File: src/hw/rtl/sbls_pkg.sv
// ----------------------------------------------------------------------------
// sbls_pkg: shared types and constants for the block sieve
// Transaction payloads, function codes, internal command format and queue
// sizing used by the front end, the command queue and the sieve engine.
// ----------------------------------------------------------------------------
`default_nettype none

package sbls_pkg;

  // Function codes carried in the func field of an input transaction.
  localparam logic [1:0] FN_CLEAR  = 2'd0;
  localparam logic [1:0] FN_PRIME  = 2'd1;
  localparam logic [1:0] FN_BUCKET = 2'd2;
  localparam logic [1:0] FN_READ   = 2'd3;

  // Depth of the command queue between the front end and the engine.
  // It must be a power of two.
  localparam int QUEUE_DEPTH = 4;
  localparam int QPTR_W      = $clog2(QUEUE_DEPTH);

  typedef struct packed {
    logic [1:0]  func;
    logic [15:0] prime;
    logic [15:0] root_low;
    logic [15:0] root_high;
    logic [7:0]  logp;
    logic [14:0] location;
  } in_item_t;

  typedef struct packed {
    logic [15:0] next_root_low;
    logic [15:0] next_root_high;
    logic [7:0]  read_value;
  } out_item_t;

  // Work classes decided by the front end.
  typedef enum logic [2:0] {
    OP_CLEAR,
    OP_PRIME,
    OP_PASS,
    OP_BUCKET,
    OP_READ,
    OP_READ_ZERO
  } op_t;

  typedef struct packed {
    op_t         op;
    logic [15:0] prime;
    logic [15:0] root_low;
    logic [15:0] root_high;
    logic [7:0]  logp;
    logic [14:0] location;
  } cmd_t;

endpackage

`default_nettype wire

File: src/hw/rtl/sbls_front.sv
// ----------------------------------------------------------------------------
// sbls_front: input decode and classification
// Turns each input transaction into an engine command, settles the cases that
// need no sieve access and drops bucket hits that fall outside the block.
// ----------------------------------------------------------------------------
`default_nettype none

module sbls_front import sbls_pkg::*; #(
  parameter int BLOCK_SIZE = 32768
) (
  input  wire logic     in_valid,
  output logic          in_stall,
  input  wire in_item_t in_data,
  input  wire logic     queue_full,
  output logic          push,
  output cmd_t          push_cmd
);

  logic accept;
  logic loc_in_block;
  logic roots_swapped;

  assign in_stall      = queue_full;
  assign accept        = in_valid && !queue_full;
  assign loc_in_block  = ({1'b0, in_data.location} < 16'(BLOCK_SIZE));
  assign roots_swapped = (in_data.root_low > in_data.root_high);

  always_comb begin
    push_cmd.prime     = in_data.prime;
    push_cmd.root_low  = in_data.root_low;
    push_cmd.root_high = in_data.root_high;
    push_cmd.logp      = in_data.logp;
    push_cmd.location  = in_data.location;
    push_cmd.op        = OP_CLEAR;
    push               = accept;
    unique case (in_data.func)
      FN_CLEAR: begin
        push_cmd.op = OP_CLEAR;
      end
      FN_PRIME: begin
        if (in_data.prime == 16'd0) begin
          // A zero prime touches nothing; the engine only returns the
          // roots, which are ordered here.
          push_cmd.op = OP_PASS;
          if (roots_swapped) begin
            push_cmd.root_low  = in_data.root_high;
            push_cmd.root_high = in_data.root_low;
          end
        end else begin
          push_cmd.op = OP_PRIME;
        end
      end
      FN_BUCKET: begin
        push_cmd.op = OP_BUCKET;
        push        = accept && loc_in_block;
      end
      FN_READ: begin
        push_cmd.op = loc_in_block ? OP_READ : OP_READ_ZERO;
      end
      default: begin
        push_cmd.op = OP_CLEAR;
      end
    endcase
  end

endmodule

`default_nettype wire

File: config.mk
export PLATFORM = sky130hd
export DESIGN_NAME = sbls_front
export DESIGN_NICKNAME = d
export VERILOG_FILES = /design/src/hw/rtl/sbls_pkg.sv /design/src/hw/rtl/sbls_front.sv
export SDC_FILE = /design/constraint.sdc
export NUM_CORES = 1
export LEC_CHECK = 0
export ABC_AREA = 1
export BUFFER_PORTS_ARGS = -buffer_cell sky130_fd_sc_hd__buf_2
export CORE_UTILIZATION = 39
export DETAILED_ROUTE_END_ITERATION = 8
export GPL_TIMING_DRIVEN = 0
export PLACE_DENSITY = 0.91
export SYNTH_ARGS = -nofsm -noshare
export SYNTH_HDL_FRONTEND = slang
export SYNTH_SLANG_ARGS = --single-unit
File: constraint.sdc
create_clock -name vclk -period 3.4
set_input_delay 0.17 -clock vclk [all_inputs]
set_output_delay 0.17 -clock vclk [all_outputs]
set_load 0.005 [all_outputs]
==> flow_summary_export.csv <==
group,metric,value,unit
status,outcome,"finished, final reports clean",
cells_and_area,final_cells,417,
detailed_routing,drc,0,
floorplan,ioPinCount,151,
floorplan,rows,20,
logic_synthesis,ys_warn_count,0,
detailed_routing,drt-initial-drc-count,66,
sta,post-route-period-util,0.5581,
cells_and_area,regArea,0,µm²
detailed_routing,avgViaCountPerCell,4.465,
sta,hold_viol,0,
detailed_routing,drtPass1Iterations,4,
sta,relSlewSlack,0.8462,
global_routing,grt_pass1_vias,1464,
sta,holdWs,505.0,ps
placed_design,post_dp_cell_area,2026,µm²
critical_path,startpoint_type,"input port",
logic_synthesis,yosys-top-cells-count,"nand2_1 (90), buf_4 (43), nand3_1 (33), inv_1 (24), nor2_1 (17)",
global_routing,grt_pass1_wl,5844,µm
sta,setup_viol,0,
sta,fin_crit,1898,ps
logic_synthesis,synth_top_area_cell,"nand2_1",
clock_tree,cts_resized,0,
placed_design,dp.cells,417,
logic_synthesis,postSynthCellCount,245,
power_and_ir_drop,powerDensity,105.5,nW/µm²
clock_tree,cts_hold_buffers,0,
floorplan,dieArea,3648,µm²
logic_synthesis,syn_nets,336,
logic_synthesis,synth_most_common_cell,"nand2_1",
run,maxCapViolations,0,
logic_synthesis,ys_types,17,
critical_path,worstPathRequired,3230,ps
floorplan,core_area,3153,µm²
logic_synthesis,synthTopCellsByArea,"nand2_1 (25%), buf_4 (24%), ha_1 (15%)",
power_and_ir_drop,power_leakage,1.382,nW
detailed_routing,vias,1862,
cells_and_area,final_nets,466,
cells_and_area,syn2layout_area_growth,52.30,%
logic_synthesis,avgSynthCellArea,5.429,µm²
floorplan,die_w,60.40,µm
global_routing,grtUsageTotal,0.2004,
cells_and_area,design.seq.count,0,
cells_and_area,n_fill_cell,326,
detailed_routing,finalWirelength,3940,µm
sta,fin_setup_tns,0,ps
cells_and_area,nClkBuffers,0,
cells_and_area,antennaDiodeCount,0,
critical_path,arrival,1730,ps
floorplan,initial_utilization,0.4218,
sta,worstMarginPinSlew,230.2,ps
critical_path,cp_max_fo,10,
global_routing,grt_overflow,0,
cells_and_area,layout-drive-gt1-share,0.4853,
sta,grt_setup_unrepaired,"false",
sta,max_freq,527.0,MHz
critical_path,crit_type,"input port to output port",
logic_synthesis,synth.top_cell.area_share,0.2540,
critical_path,end_kind,"output port",
detailed_routing,drtAntennaViolNets,0,
clock_tree,postCtsSetupRepairBufs,0,
placed_design,place.gp.congestion,0.8058,
power_and_ir_drop,ir_drop,64.63,µV
global_routing,grt_max_degree,11,
logic_synthesis,netlist_area,1330,µm²
floorplan,dieHeight,60.40,µm
detailed_routing,wl_per_cell,9.448,µm
placed_design,port_buffers,128,
placed_design,hpwl,3429,µm
logic_synthesis,seq_area_frac_synth,0,
cells_and_area,post-route-cell-area,2026,µm²
global_routing,antenna_found_initial,0,
sta,maxSlewViolCount,0,
worst_hold_path,hp-class,"input port to output port",
through the flow:
| stage | util | power, mW | setup slack [ps] |
|---|---|---|---|
| 6_report | 0.6425 | 0.2137 | 1502 |
| 5_1_grt | 0.6425 | 0.2428 | 1280 |
| 4_1_cts | 0.6425 | 0.2163 | 1484 |
| 3_5_place_dp | 0.6425 | 0.2154 | 1484 |
| 3_3_place_gp | 0.6425 | 0.2104 | 1535 |
| 2_1_floorplan | - | 0.1137 | 1917 |
final timing paths:
| kind | start | end | depth (start not counted) | slack [ps] |
|---|---|---|---|---|
| max | in_data[38] | push_cmd[48] | 13 | 1500 |
| min | in_data[0] | push_cmd[0] | 2 | 500 |
power breakdown:
part | switching (mW) | internal (mW)
Clock | 0 | 0
Sequential | 0 | 0
Combinational | 0.101 | 0.113
Total | 0.101 | 0.113
area by class of cell:
| type | count | area [µm²] | share of cell area |
|---|---|---|---|
| well taps | 44 | 55.05 | 0.02718 |
| inverters | 25 | 93.84 | 0.04632 |
| repair buffers | 128 | 640.6 | 0.3162 |
| multi-input cells | 171 | 864.6 | 0.4268 |
| plain buffers | 49 | 371.6 | 0.1834 |
cell families after synthesis:
logic type / share of synthesized area
adder cells (fa/ha/maj): 0.1505
buffers and inverters: 0.3499
AND/OR/NAND/NOR: 0.4600
AO/OA/AOI/OAI: 0.03951
routing by layer:
| layer | vias to the layer above | global-route usage | wire length (µm) |
|---|---|---|---|
| met2 | 85 | 0.4160 | 2056 |
| met3 | 0 | 0.01919 | 298 |
| met1 | 793 | 0.2258 | 1585 |
| met4 | 0 | 0.006645 | 0 |
| met5 | - | 0 | 0 |
| li1 | 984 | - | - |
placed cells by master, fill, tap and decap left out, drive strengths merged:
master,instances
a21o,1
nor2,19
buf,177
a21oi,6
inv,24
nand2,91
nand3,34
ha,16
o21ai,3
clkinv,1
nand4,1
critical path, stage by stage:
cell	delay [ps]
buf_2	90
inv_1	40
ha_1	290
nand2_1	70
nor2_1	140
nand2_1	90
clkinv_1	50
nand2_1	40
nand2_1	180
buf_2	280
nand3_1	110
nand2_1	70
buf_2	100
Power figures use the tool's default switching activity.
