===== src/hw/rtl/sbls_pkg.sv =====
// ----------------------------------------------------------------------------
// sbls_pkg: shared types and constants for the block sieve
// Transaction payloads, function codes, internal command format and queue
// sizing used by the front end, the command queue and the sieve engine.
// ----------------------------------------------------------------------------
`default_nettype none

package sbls_pkg;

  // Function codes carried in the func field of an input transaction.
  localparam logic [1:0] FN_CLEAR  = 2'd0;
  localparam logic [1:0] FN_PRIME  = 2'd1;
  localparam logic [1:0] FN_BUCKET = 2'd2;
  localparam logic [1:0] FN_READ   = 2'd3;

  // Depth of the command queue between the front end and the engine.
  // It must be a power of two.
  localparam int QUEUE_DEPTH = 4;
  localparam int QPTR_W      = $clog2(QUEUE_DEPTH);

  typedef struct packed {
    logic [1:0]  func;
    logic [15:0] prime;
    logic [15:0] root_low;
    logic [15:0] root_high;
    logic [7:0]  logp;
    logic [14:0] location;
  } in_item_t;

  typedef struct packed {
    logic [15:0] next_root_low;
    logic [15:0] next_root_high;
    logic [7:0]  read_value;
  } out_item_t;

  // Work classes decided by the front end.
  typedef enum logic [2:0] {
    OP_CLEAR,
    OP_PRIME,
    OP_PASS,
    OP_BUCKET,
    OP_READ,
    OP_READ_ZERO
  } op_t;

  typedef struct packed {
    op_t         op;
    logic [15:0] prime;
    logic [15:0] root_low;
    logic [15:0] root_high;
    logic [7:0]  logp;
    logic [14:0] location;
  } cmd_t;

endpackage

`default_nettype wire


===== src/hw/rtl/sbls_queue.sv =====
// ----------------------------------------------------------------------------
// sbls_queue: command queue
// Small register FIFO between the front end and the sieve engine.
// ----------------------------------------------------------------------------
`default_nettype none

module sbls_queue import sbls_pkg::*; (
  input  wire logic clk,
  input  wire logic rst,
  input  wire logic push,
  input  wire cmd_t push_cmd,
  output logic      full,
  input  wire logic pop,
  output logic      cmd_valid,
  output cmd_t      pop_cmd
);

  cmd_t              entries [QUEUE_DEPTH];
  logic [QPTR_W-1:0] wr_ptr;
  logic [QPTR_W-1:0] rd_ptr;
  logic [QPTR_W:0]   count;
  logic              do_push;
  logic              do_pop;

  assign full      = (count == (QPTR_W+1)'(QUEUE_DEPTH));
  assign cmd_valid = (count != '0);
  assign pop_cmd   = entries[rd_ptr];
  assign do_push   = push && !full;
  assign do_pop    = pop && cmd_valid;

  always_ff @(posedge clk) begin
    if (do_push) begin
      entries[wr_ptr] <= push_cmd;
    end
    if (rst) begin
      wr_ptr <= '0;
      rd_ptr <= '0;
      count  <= '0;
    end else begin
      if (do_push) begin
        wr_ptr <= wr_ptr + 1'b1;
      end
      if (do_pop) begin
        rd_ptr <= rd_ptr + 1'b1;
      end
      if (do_push && !do_pop) begin
        count <= count + 1'b1;
      end else if (do_pop && !do_push) begin
        count <= count - 1'b1;
      end
    end
  end

endmodule

`default_nettype wire


===== config.mk =====
export PLATFORM = sky130hd
export DESIGN_NAME = sbls_queue
export DESIGN_NICKNAME = d
export VERILOG_FILES = /design/src/hw/rtl/sbls_pkg.sv /design/src/hw/rtl/sbls_queue.sv
export SDC_FILE = /design/constraint.sdc
export NUM_CORES = 1
export LEC_CHECK = 0
export BUFFER_PORTS_ARGS = -buffer_cell sky130_fd_sc_hd__buf_4
export CORE_ASPECT_RATIO = 0.75
export CORE_UTILIZATION = 40
export CTS_CLUSTER_DIAMETER = 200
export CTS_CLUSTER_SIZE = 14
export DETAILED_ROUTE_END_ITERATION = 7
export SLEW_MARGIN = 20
export SYNTH_ARGS = -nofsm -noshare
export SYNTH_HDL_FRONTEND = slang
export SYNTH_SLANG_ARGS = --single-unit

===== constraint.sdc =====
create_clock -name clk -period 5.1 [get_ports clk]
set_input_delay 0.51 -clock clk [delete_from_list [all_inputs] [get_ports clk]]
set_output_delay 0.51 -clock clk [all_outputs]
set_load 0.01 [all_outputs]

==> out/metrics.yaml, run 1 <==
netlist_area_sq_um: 11100
htreeDepth: 1
routabilityCongestion: 0.833
synthFlopType: "edfxtp_1"
highest_layer: "met4"
clock.fmax_mhz: 316
pwr-share-comb_pct: 24.3
outcome: "finished, final reports clean"
p_leak_nw: 4.42
cts-resized-gates: 0
clk-insertion-delay-late_ps: 510
worst_pin_slew_ps: 722
synth_top_area_share_pct: 79.8
synth_enable_flop_cells: 296
fin_skew_ps: 7.96
clk_pin_slew_ps: 70
synth_area_leader_cell: "edfxtp_1"
synthesis.nets: 518
path_class: "flip-flop to primary output"
vias_per_cell: 5.16
start_kind: "flip-flop"
fin_area_sq_um: 13400
drtAntennaViolNets: 0
floorplan.initialDensity_pct: 41.0
die-area_sq_um: 28500
power.share.clock_pct: 26.3
min_period_over_period_pct: 62.1
die_y_microns: 147
fin_tns_setup_ps: 0
synth.distinct_cells: 21
post_cts_buffers: 0
fin_cells: 962
clockRootBuffer: "clkbuf_16"
rsz0062_at_grt: "no"
yosysSeqAreaShare_pct: 81.4
routedWlPerCell_microns: 21.7
route.detailed.drc: 0
holdWs_ps: 191
cts_tree: "done"
hold_buffers: 0
first_pass_iters: 4
ys_ff_latch: 305
grt_max_degree: 75
power.switching_mw: 1.65
finalSetupViolations: 0
wl_met3_microns: 1470
dpl_cell_area_sq_um: 12700
final_nets: 688
critPathCaptureType: "primary output"
drt_iter0_drc: 339
rows: 52
postSynthAreaPerCell_sq_um: 25.7
dp_hpwl_microns: 12400
areaGrowthSynthToFinish_pct: 19.8
placed_cells: 927
slew-limit-headroom_pct: 51.8
dr_total_vias: 4961
cts_buffers: 25
hp-class: "input port to flip-flop"
die_w_microns: 195
endpoint: "pop_cmd[8]"
required_ps: 4590
io_buffers: 153
cp_max_fo: 34
rr_worst_depth: 4
intPower_mw: 4.76
diodes: 0
grt_usage_pct: 14.9
cap_violations: 0
grt_overflow: 0
grt_pass1_wl_microns: 32200
ys_top_cells_by_count: "edfxtp_1 (296), mux4_2 (74), dfxtp_1 (9), buf_2 (7), buf_6 (7)"
yosysMostFrequentCell: "edfxtp_1"
cts_buffer_depth: 3
ir_drop_mv: 0.236
powerDensity_nw_per_um2: 480
p_sw_share_pct: 25.7
power_frac_seq_pct: 49.4
rr_startpoint: "count[0]"
critical_path_arrival_ps: 2660
synthTopCellsByArea: "edfxtp_1 (80%), mux4_2 (15%), dfxtp_1 (1.6%), buf_6 (0.71%), ha_1 (0.56%)"
wirelength_microns: 20900
core_sq_um: 27200
drv_slew: 0
drive_gt1_share_pct: 43.7
first_global_vias: 5456
synthArstFlopShare_pct: 0
io_pins: 154
reg2reg_slack_ps: 2460
r2r-end: "entries[0][41]"
grt_antenna_before_repair: 0
clock_sinks: 305
yosys_warnings: 0
dr_wl_met2_microns: 9690
final_period_minus_worst_setup_slack_ps: 3170
wirelength_met1_microns: 9400
hold_viol: 0
syn_inst: 434
finalCoreUtilization_pct: 49.1
power groups by stage:
| stage | sequential, mW | clock [mW] | combinational (mW) |
|---|---|---|---|
| after detailed placement | 3.26 | 0 | 1.55 |
| after global routing | 3.21 | 1.82 | 1.67 |
| after floorplan | 3.12 | 0 | 1.01 |
| after CTS | 3.21 | 1.74 | 1.56 |
| final | 3.17 | 1.68 | 1.56 |
| after global placement | 3.25 | 0 | 1.54 |
worst max-delay path, cell delays in order, from the launching register on:
cell and delay, ps:
dfxtp_4 810, buf_4 530, mux4_2 600, buf_4 160
logic make-up (layout without fill, tap and decap cells):
kind of cell	after synthesis	after routing	share of synthesized area [%]
flip-flops	305	305	81.4
multiplexers	76	76	15.1
buffers and inverters	21	198	1.29
AND/OR/NAND/NOR	16	16	0.820
adder cells (fa/ha/maj)	6	6	0.741
AO/OA/AOI/OAI	6	6	0.326
XOR/XNOR	4	4	0.314
final cells by class:
class	count	area (sq um)
timing repair buffer	160	1220
multi-input combinational	108	1940
clock buffer	33	656
clock inverter	1	5.00
sequential	305	9080
inverter	4	15.0
fill	2194	13800
tap	351	439
sequential cells by signal, indices dropped and copies added, names as in the netlist, named ones only:
register and cells:
wr_ptr 2, rd_ptr 2, count 3, entries 296
per-layer routing:
layer,vias up,GRT usage [%]
met5,-,0
met4,0,2.99
met3,27,3.97
met2,159,23.5
met1,2602,21.0
li1,2173,-
through the flow:
step | worst slack, ps | total power [mW]
floorplan | 2080 | 4.13
CTS | 1800 | 6.51
global route | 1690 | 6.70
detailed placement | 2340 | 4.82
global placement | 2390 | 4.78
finish | 1930 | 6.41
placed cells by master (no fill, tap or decap):
cell type	instances
xor2_1	4
mux4_2	74
nor3b_2	1
and2_4	4
nand2b_1	2
o21ai_0	2
buf_16	1
ha_1	5
clkinv_2	1
edfxtp_1	296
fa_1	1
dfxtp_4	2
a21oi_1	2
o31ai_1	1
clkbuf_1	8
inv_1	4
clkbuf_16	25
mux2i_1	2
buf_4	159
o311ai_0	1
or3_1	3
nor2_1	6
dfxtp_1	7
worst min-delay path by stage:
stage                  from        endpoint  slack (ps)  depth (start not counted)
2_1_floorplan     wr_ptr[1]       wr_ptr[1]         480                          2
3_3_place_gp      wr_ptr[1]       wr_ptr[1]         490                          2
3_5_place_dp      wr_ptr[1]       wr_ptr[1]         510                          2
4_1_cts        push_cmd[56]  entries[3][56]         160                          1
5_1_grt        push_cmd[35]  entries[1][35]         160                          1
6_report       push_cmd[56]  entries[3][56]         190                          1
(Power assumes the default switching activity.)
==> run 2, diff against run 1 <==
- clock period: 5.1 -> 2.9 ns (I/O delays scaled with it)
==> run 2 against run 1 <==
Power up 79%; final area rose by 6.5%; critical endpoint is now pop_cmd[71]; critical path type unchanged; sequential power grew 74%; highest routed layer unchanged.
==> out/metrics.yaml, run 2 (synthesis results as in run 1) <==
outcome: "finished, final reports clean"  # unchanged
grt_max_degree: 37  # was 75
drtAntennaViolNets: 0  # unchanged
drt_iter0_drc: 253  # was 339
fin_tns_setup_ps: 0  # unchanged
fin_skew_ps: 7.20  # was 7.96 ps
fin_cells: 1045  # was 962
routabilityCongestion: 0.700  # was 0.833
routedWlPerCell_microns: 21.0  # was 21.7 microns
clk-insertion-delay-late_ps: 520  # was 510 ps
clock_sinks: 305  # unchanged
critPathCaptureType: "primary output"  # unchanged
grt_antenna_before_repair: 2  # was 0
p_leak_nw: 4.78  # was 4.42 nW
reg_top3: "entries (296), count (3)"  # unchanged
power_mw: 11.5  # was 6.41 mW
areaGrowthSynthToFinish_pct: 27.6  # was 19.8%
layout_commonest_cell: "edfxtp_1"  # unchanged
final_period_minus_worst_setup_slack_ps: 2510
clockRootBuffer: "clkbuf_16"  # unchanged
hold_path_depth: 4  # was 1
core_sq_um: 27200  # unchanged
rsz0062_at_grt: "no"  # unchanged
powerDensity_nw_per_um2: 806  # was 480 nW/um^2
rows: 52  # unchanged
cts_buffers: 25  # unchanged
grt_overflow: 0  # unchanged
min_period_over_period_pct: 86.6
cts-resized-gates: 0  # unchanged
die-area_sq_um: 28500  # unchanged
cts_tree: "done"  # unchanged
holdWs_ps: 173  # was 191 ps
cp_max_fo: 31  # was 34
path_class: "flip-flop to primary output"  # unchanged
ir_drop_mv: 0.598  # was 0.236 mV
placed_cells: 933  # was 927
drv_slew: 0  # unchanged
die_w_microns: 195  # unchanged
regMostFlops: "entries"  # unchanged
reg2reg_slack_ps: 620  # was 2460 ps
rr_startpoint: "count[0]"  # unchanged
wirelength_microns: 22000  # was 20900 microns
io_buffers: 153  # unchanged
dp_hpwl_microns: 13200  # was 12400 microns
floorplan.initialDensity_pct: 41.0  # unchanged
hp-class: "input port to flip-flop"  # unchanged
slew-limit-headroom_pct: 65.4  # was 51.8%
grt_usage_pct: 15.7  # was 14.9%
fin_area_sq_um: 14200  # was 13400 sq um
htreeDepth: 1  # unchanged
worst_pin_slew_ps: 519  # was 722 ps
dr_total_vias: 5248  # was 4961
first_pass_iters: 5  # was 4
required_ps: 2610  # was 4590 ps
finalSetupViolations: 0  # unchanged
vias_per_cell: 5.02  # was 5.16
final_nets: 768  # was 688
route.detailed.drc: 0  # unchanged
first_global_vias: 5855  # was 5456
clock.fmax_mhz: 398
rr_worst_depth: 8  # was 4
largest_reg_flops: 296  # unchanged
cap_violations: 0  # unchanged
hold_start: "push"  # was push_cmd[56]
critical_path_arrival_ps: 2220  # was 2660 ps
dpl_cell_area_sq_um: 12800  # was 12700 sq um
start_kind: "flip-flop"  # unchanged
cts_buffer_depth: 3  # unchanged
drive_gt1_share_pct: 39.3  # was 43.7%
grt_pass1_wl_microns: 34400  # was 32200 microns
clk_pin_slew_ps: 60  # was 70 ps
hold_viol: 0  # unchanged
io_pins: 154  # unchanged
layout_common_cells: "edfxtp_1 (296), buf_4 (158), dlygate4sd3_1 (75), mux4_2 (74), clkbuf_16 (25)"  # was edfxtp_1 (296), buf_4 (159), mux4_2 (74), clkbuf_16 (25), clkbuf_1 (8)
die_y_microns: 147  # unchanged
## run 2: worst max-delay path: stages (launching register included)
cell     delay (ps)
dfxtp_4         620
buf_12          320
mux4_2          560
buf_4           170
## run 2: worst paths after layout
path,end
worst max-delay path,pop_cmd[71]
worst max register to register,count[2]
worst min register to register,wr_ptr[1]
worst min-delay path,wr_ptr[0]
## run 2: power breakdown
| part | internal [mW] | switching (mW) |
|---|---|---|
| Sequential | 5.30 | 0.212 |
| Combinational | 1.63 | 1.35 |
| Clock | 1.57 | 1.40 |
| Total | 8.50 | 2.96 |
## run 2: layer usage
layer | global-route usage [%] | share of wire [%]
met4 | 2.68 | 1.4
met5 | 0 | 0
met1 | 22.0 | 45
met2 | 25.2 | 46
met3 | 4.39 | 6.9
## run 2: metrics by stage
step                      setup slack (ps)  utilization (%)
after global routing                   226             52.3
after floorplan                        698                -
after global placement                 674             47.1
after detailed placement               640             47.1
after CTS                              302             52.3
final                                  389             52.3
## run 2: repair_timing
| item | 4_1_cts | 5_1_grt |
|---|---|---|
| endpoints found under the hold margin | 302 | 0 |
| hold buffers | 75 | 0 |
| setup buffers | 0 | 0 |
## run 2: layout make-up
class                           count  area [sq um]
Antenna cell                        2          5.00
Clock buffer                       34           659
Clock inverter                      1          5.00
Fill cell                        2152         13000
Inverter                            4          15.0
Multi-Input combinational cell    108          1940
Sequential cell                   305          9080
Tap cell                          351           439
Timing Repair Buffer              240          2080
==> run 3, diff against run 2 <==
- REMOVE_ABC_BUFFERS: not set -> 1
==> run 3 against run 2 <==
Clock-buffer cell count did not move; hold slack got worse by 23 ps; sequential power fell by 1%; routed wire length fell by 2.9%; die area did not move; via count rose by 0.67%; critical path depth rose by 5; non-clock buffer count did not move; clock skew rose by 0.80 ps; critical path type is now flip-flop to flip-flop; first-iteration DRC count rose by 4.0%; sequential share of layout area barely moved; register-to-register slack got worse by 120 ps.
==> out/metrics.yaml, run 3 (synthesis results as in run 1) <==
first_global_vias: 5897  # was 5855
drv_slew: 0  # unchanged
cp_max_fo: 6  # was 31
multi_input_area_sq_um: 1940  # unchanged
hp-class: "input port to flip-flop"  # unchanged
areaGrowthSynthToFinish_pct: 27.7  # was 27.6%
rsz0062_at_grt: "no"  # unchanged
cp_num_buf_inv: 1  # was 2
fin_tns_setup_ps: 0  # unchanged
htreeDepth: 1  # unchanged
cp_top_family: "simple AND/OR/NAND/NOR gates"  # was flip-flops
clk-insertion-delay-late_ps: 510  # was 520 ps
io_buffers: 153  # unchanged
layout_common_cells: "edfxtp_1 (296), buf_4 (157), dlygate4sd3_1 (75), mux4_2 (74), clkbuf_16 (25)"  # was edfxtp_1 (296), buf_4 (158), dlygate4sd3_1 (75), mux4_2 (74), clkbuf_16 (25)
crit_slowest_cell: "dfxtp_1"  # was dfxtp_4
clock_sinks: 305  # unchanged
die-area_sq_um: 28500  # unchanged
cts-resized-gates: 0  # unchanged
routabilityCongestion: 0.717  # was 0.700
dr_total_vias: 5283  # was 5248
finalSetupViolations: 0  # unchanged
cts_tree: "done"  # unchanged
rows: 52  # unchanged
drive_gt1_share_pct: 39.3  # unchanged
route.detailed.drc: 0  # unchanged
path_class: "flip-flop to flip-flop"  # was flip-flop to primary output
placed_cells: 933  # unchanged
critical_path_arrival_ps: 2840  # was 2220 ps
crit_chain: "nor3b_2 -> nor2_1 -> ha_1 -> inv_1 -> fa_1 -> xor2_1 -> or3_1 -> a21oi_1"  # was buf_12 -> mux4_2 -> buf_4
regArea_sq_um: 9080  # unchanged
final_period_minus_worst_setup_slack_ps: 2400  # was 2510 ps
io_pins: 154  # unchanged
cts_buffer_depth: 3  # unchanged
grt_max_degree: 75  # was 37
dp_hpwl_microns: 12400  # was 13200 microns
regMostFlops: "entries"  # unchanged
clock.fmax_mhz: 417  # was 398 MHz
diodes: 0  # was 2
clockRootBuffer: "clkbuf_16"  # unchanged
core_sq_um: 27200  # unchanged
worst_pin_slew_ps: 668  # was 519 ps
cpPeakStageDelay_ps: 460  # was 620 ps
holdWs_ps: 150  # was 173 ps
final_nets: 768  # unchanged
largest_reg_flops: 296  # unchanged
powerDensity_nw_per_um2: 805  # was 806 nW/um^2
fin_skew_ps: 8.00  # was 7.20 ps
die_w_microns: 195  # unchanged
cts_buffers: 25  # unchanged
fillers: 2132  # was 2152
die_y_microns: 147  # unchanged
ir_drop_mv: 0.477  # was 0.598 mV
grt_overflow: 0  # unchanged
hold_viol: 0  # unchanged
required_ps: 3340  # was 2610 ps
grt_usage_pct: 15.1  # was 15.7%
slew-limit-headroom_pct: 55.5  # was 65.4%
critPathCaptureType: "flip-flop"  # was primary output
reg_top3: "entries (296), count (3)"  # unchanged
wirelength_microns: 21400  # was 22000 microns
fin_cells: 1043  # was 1045
drtAntennaViolNets: 0  # unchanged
start_kind: "flip-flop"  # unchanged
fin_ws_ps: 504  # was 389 ps
routedWlPerCell_microns: 20.5  # was 21.0 microns
cap_violations: 0  # unchanged
outcome: "finished, final reports clean"  # unchanged
grt_pass1_wl_microns: 32700  # was 34400 microns
min_period_over_period_pct: 82.6  # was 86.6%
layout_commonest_cell: "edfxtp_1"  # unchanged
first_pass_iters: 4  # was 5
dp_slack_ps: 532  # was 640 ps
vias_per_cell: 5.07  # was 5.02
floorplan.initialDensity_pct: 41.0  # unchanged
drt_iter0_drc: 263  # was 253
grt_antenna_before_repair: 0  # was 2
p_leak_nw: 4.78  # about the same
clk_pin_slew_ps: 70  # was 60 ps
run 3: cell types whose count changed in the layout (fill, tap and decap cells not counted):
cell     previous run  this run
buf_12              7         8
buf_4             158       157
diode_2             2         0
run 3: what timing repair did:
item | 4_1_cts | 5_1_grt
buffers inserted | 0 | 0
hold buffers | 75 | 0
endpoints found under the hold margin | 303 | 0
run 3: report_power, final:
group	switching [mW]	total [mW]	internal, mW
Combinational	1.42	3.06	1.64
Clock	1.39	2.95	1.56
Sequential	0.131	5.43	5.30
run 3: worst reg2reg max path: stages (launching register included):
cell and delay, ps:
dfxtp_1 460, nor3b_2 100, nor2_1 390, ha_1 280, inv_1 70, fa_1 380, xor2_1 180, or3_1 320
a21oi_1 140
run 3: area by class of cell:
| class | instances | share of cell area [%] |
|---|---|---|
| sequential | 305 | 63.8 |
| timing repair buffer | 240 | 14.7 |
| multi-input combinational | 108 | 13.6 |
| clock buffer | 34 | 4.64 |
| tap | 351 | 3.09 |
| inverter | 4 | 0.106 |
| clock inverter | 1 | 0.0352 |
run 3: metrics by stage:
stage | utilization [%] | total power, mW | area, sq um
floorplan | - | 7.23 | 11000
global placement | 47.1 | 8.51 | 12800
detailed placement | 47.1 | 8.58 | 12800
CTS | 52.3 | 11.6 | 14200
global route | 52.3 | 12.0 | 14200
finish | 52.3 | 11.4 | 14200
run 3: final timing paths:
kind / to / depth (start not counted) / slack (ps) / startpoint
setup reg to reg: count[2] / 8 / 500 / count[0]
setup / recovery: count[2] / 8 / 500 / count[0]
hold reg to reg: wr_ptr[1] / 2 / 520 / wr_ptr[1]
hold / removal: wr_ptr[0] / 4 / 150 / push
run 3: per-layer routing:
metal  wire length [microns]  GRT usage [%]  share of wire, %
met1                    9000           19.5                42
met2                   10400           25.5                49
met3                    1580           4.39               7.4
met4                     353           3.35               1.7
met5                       0              0                 0
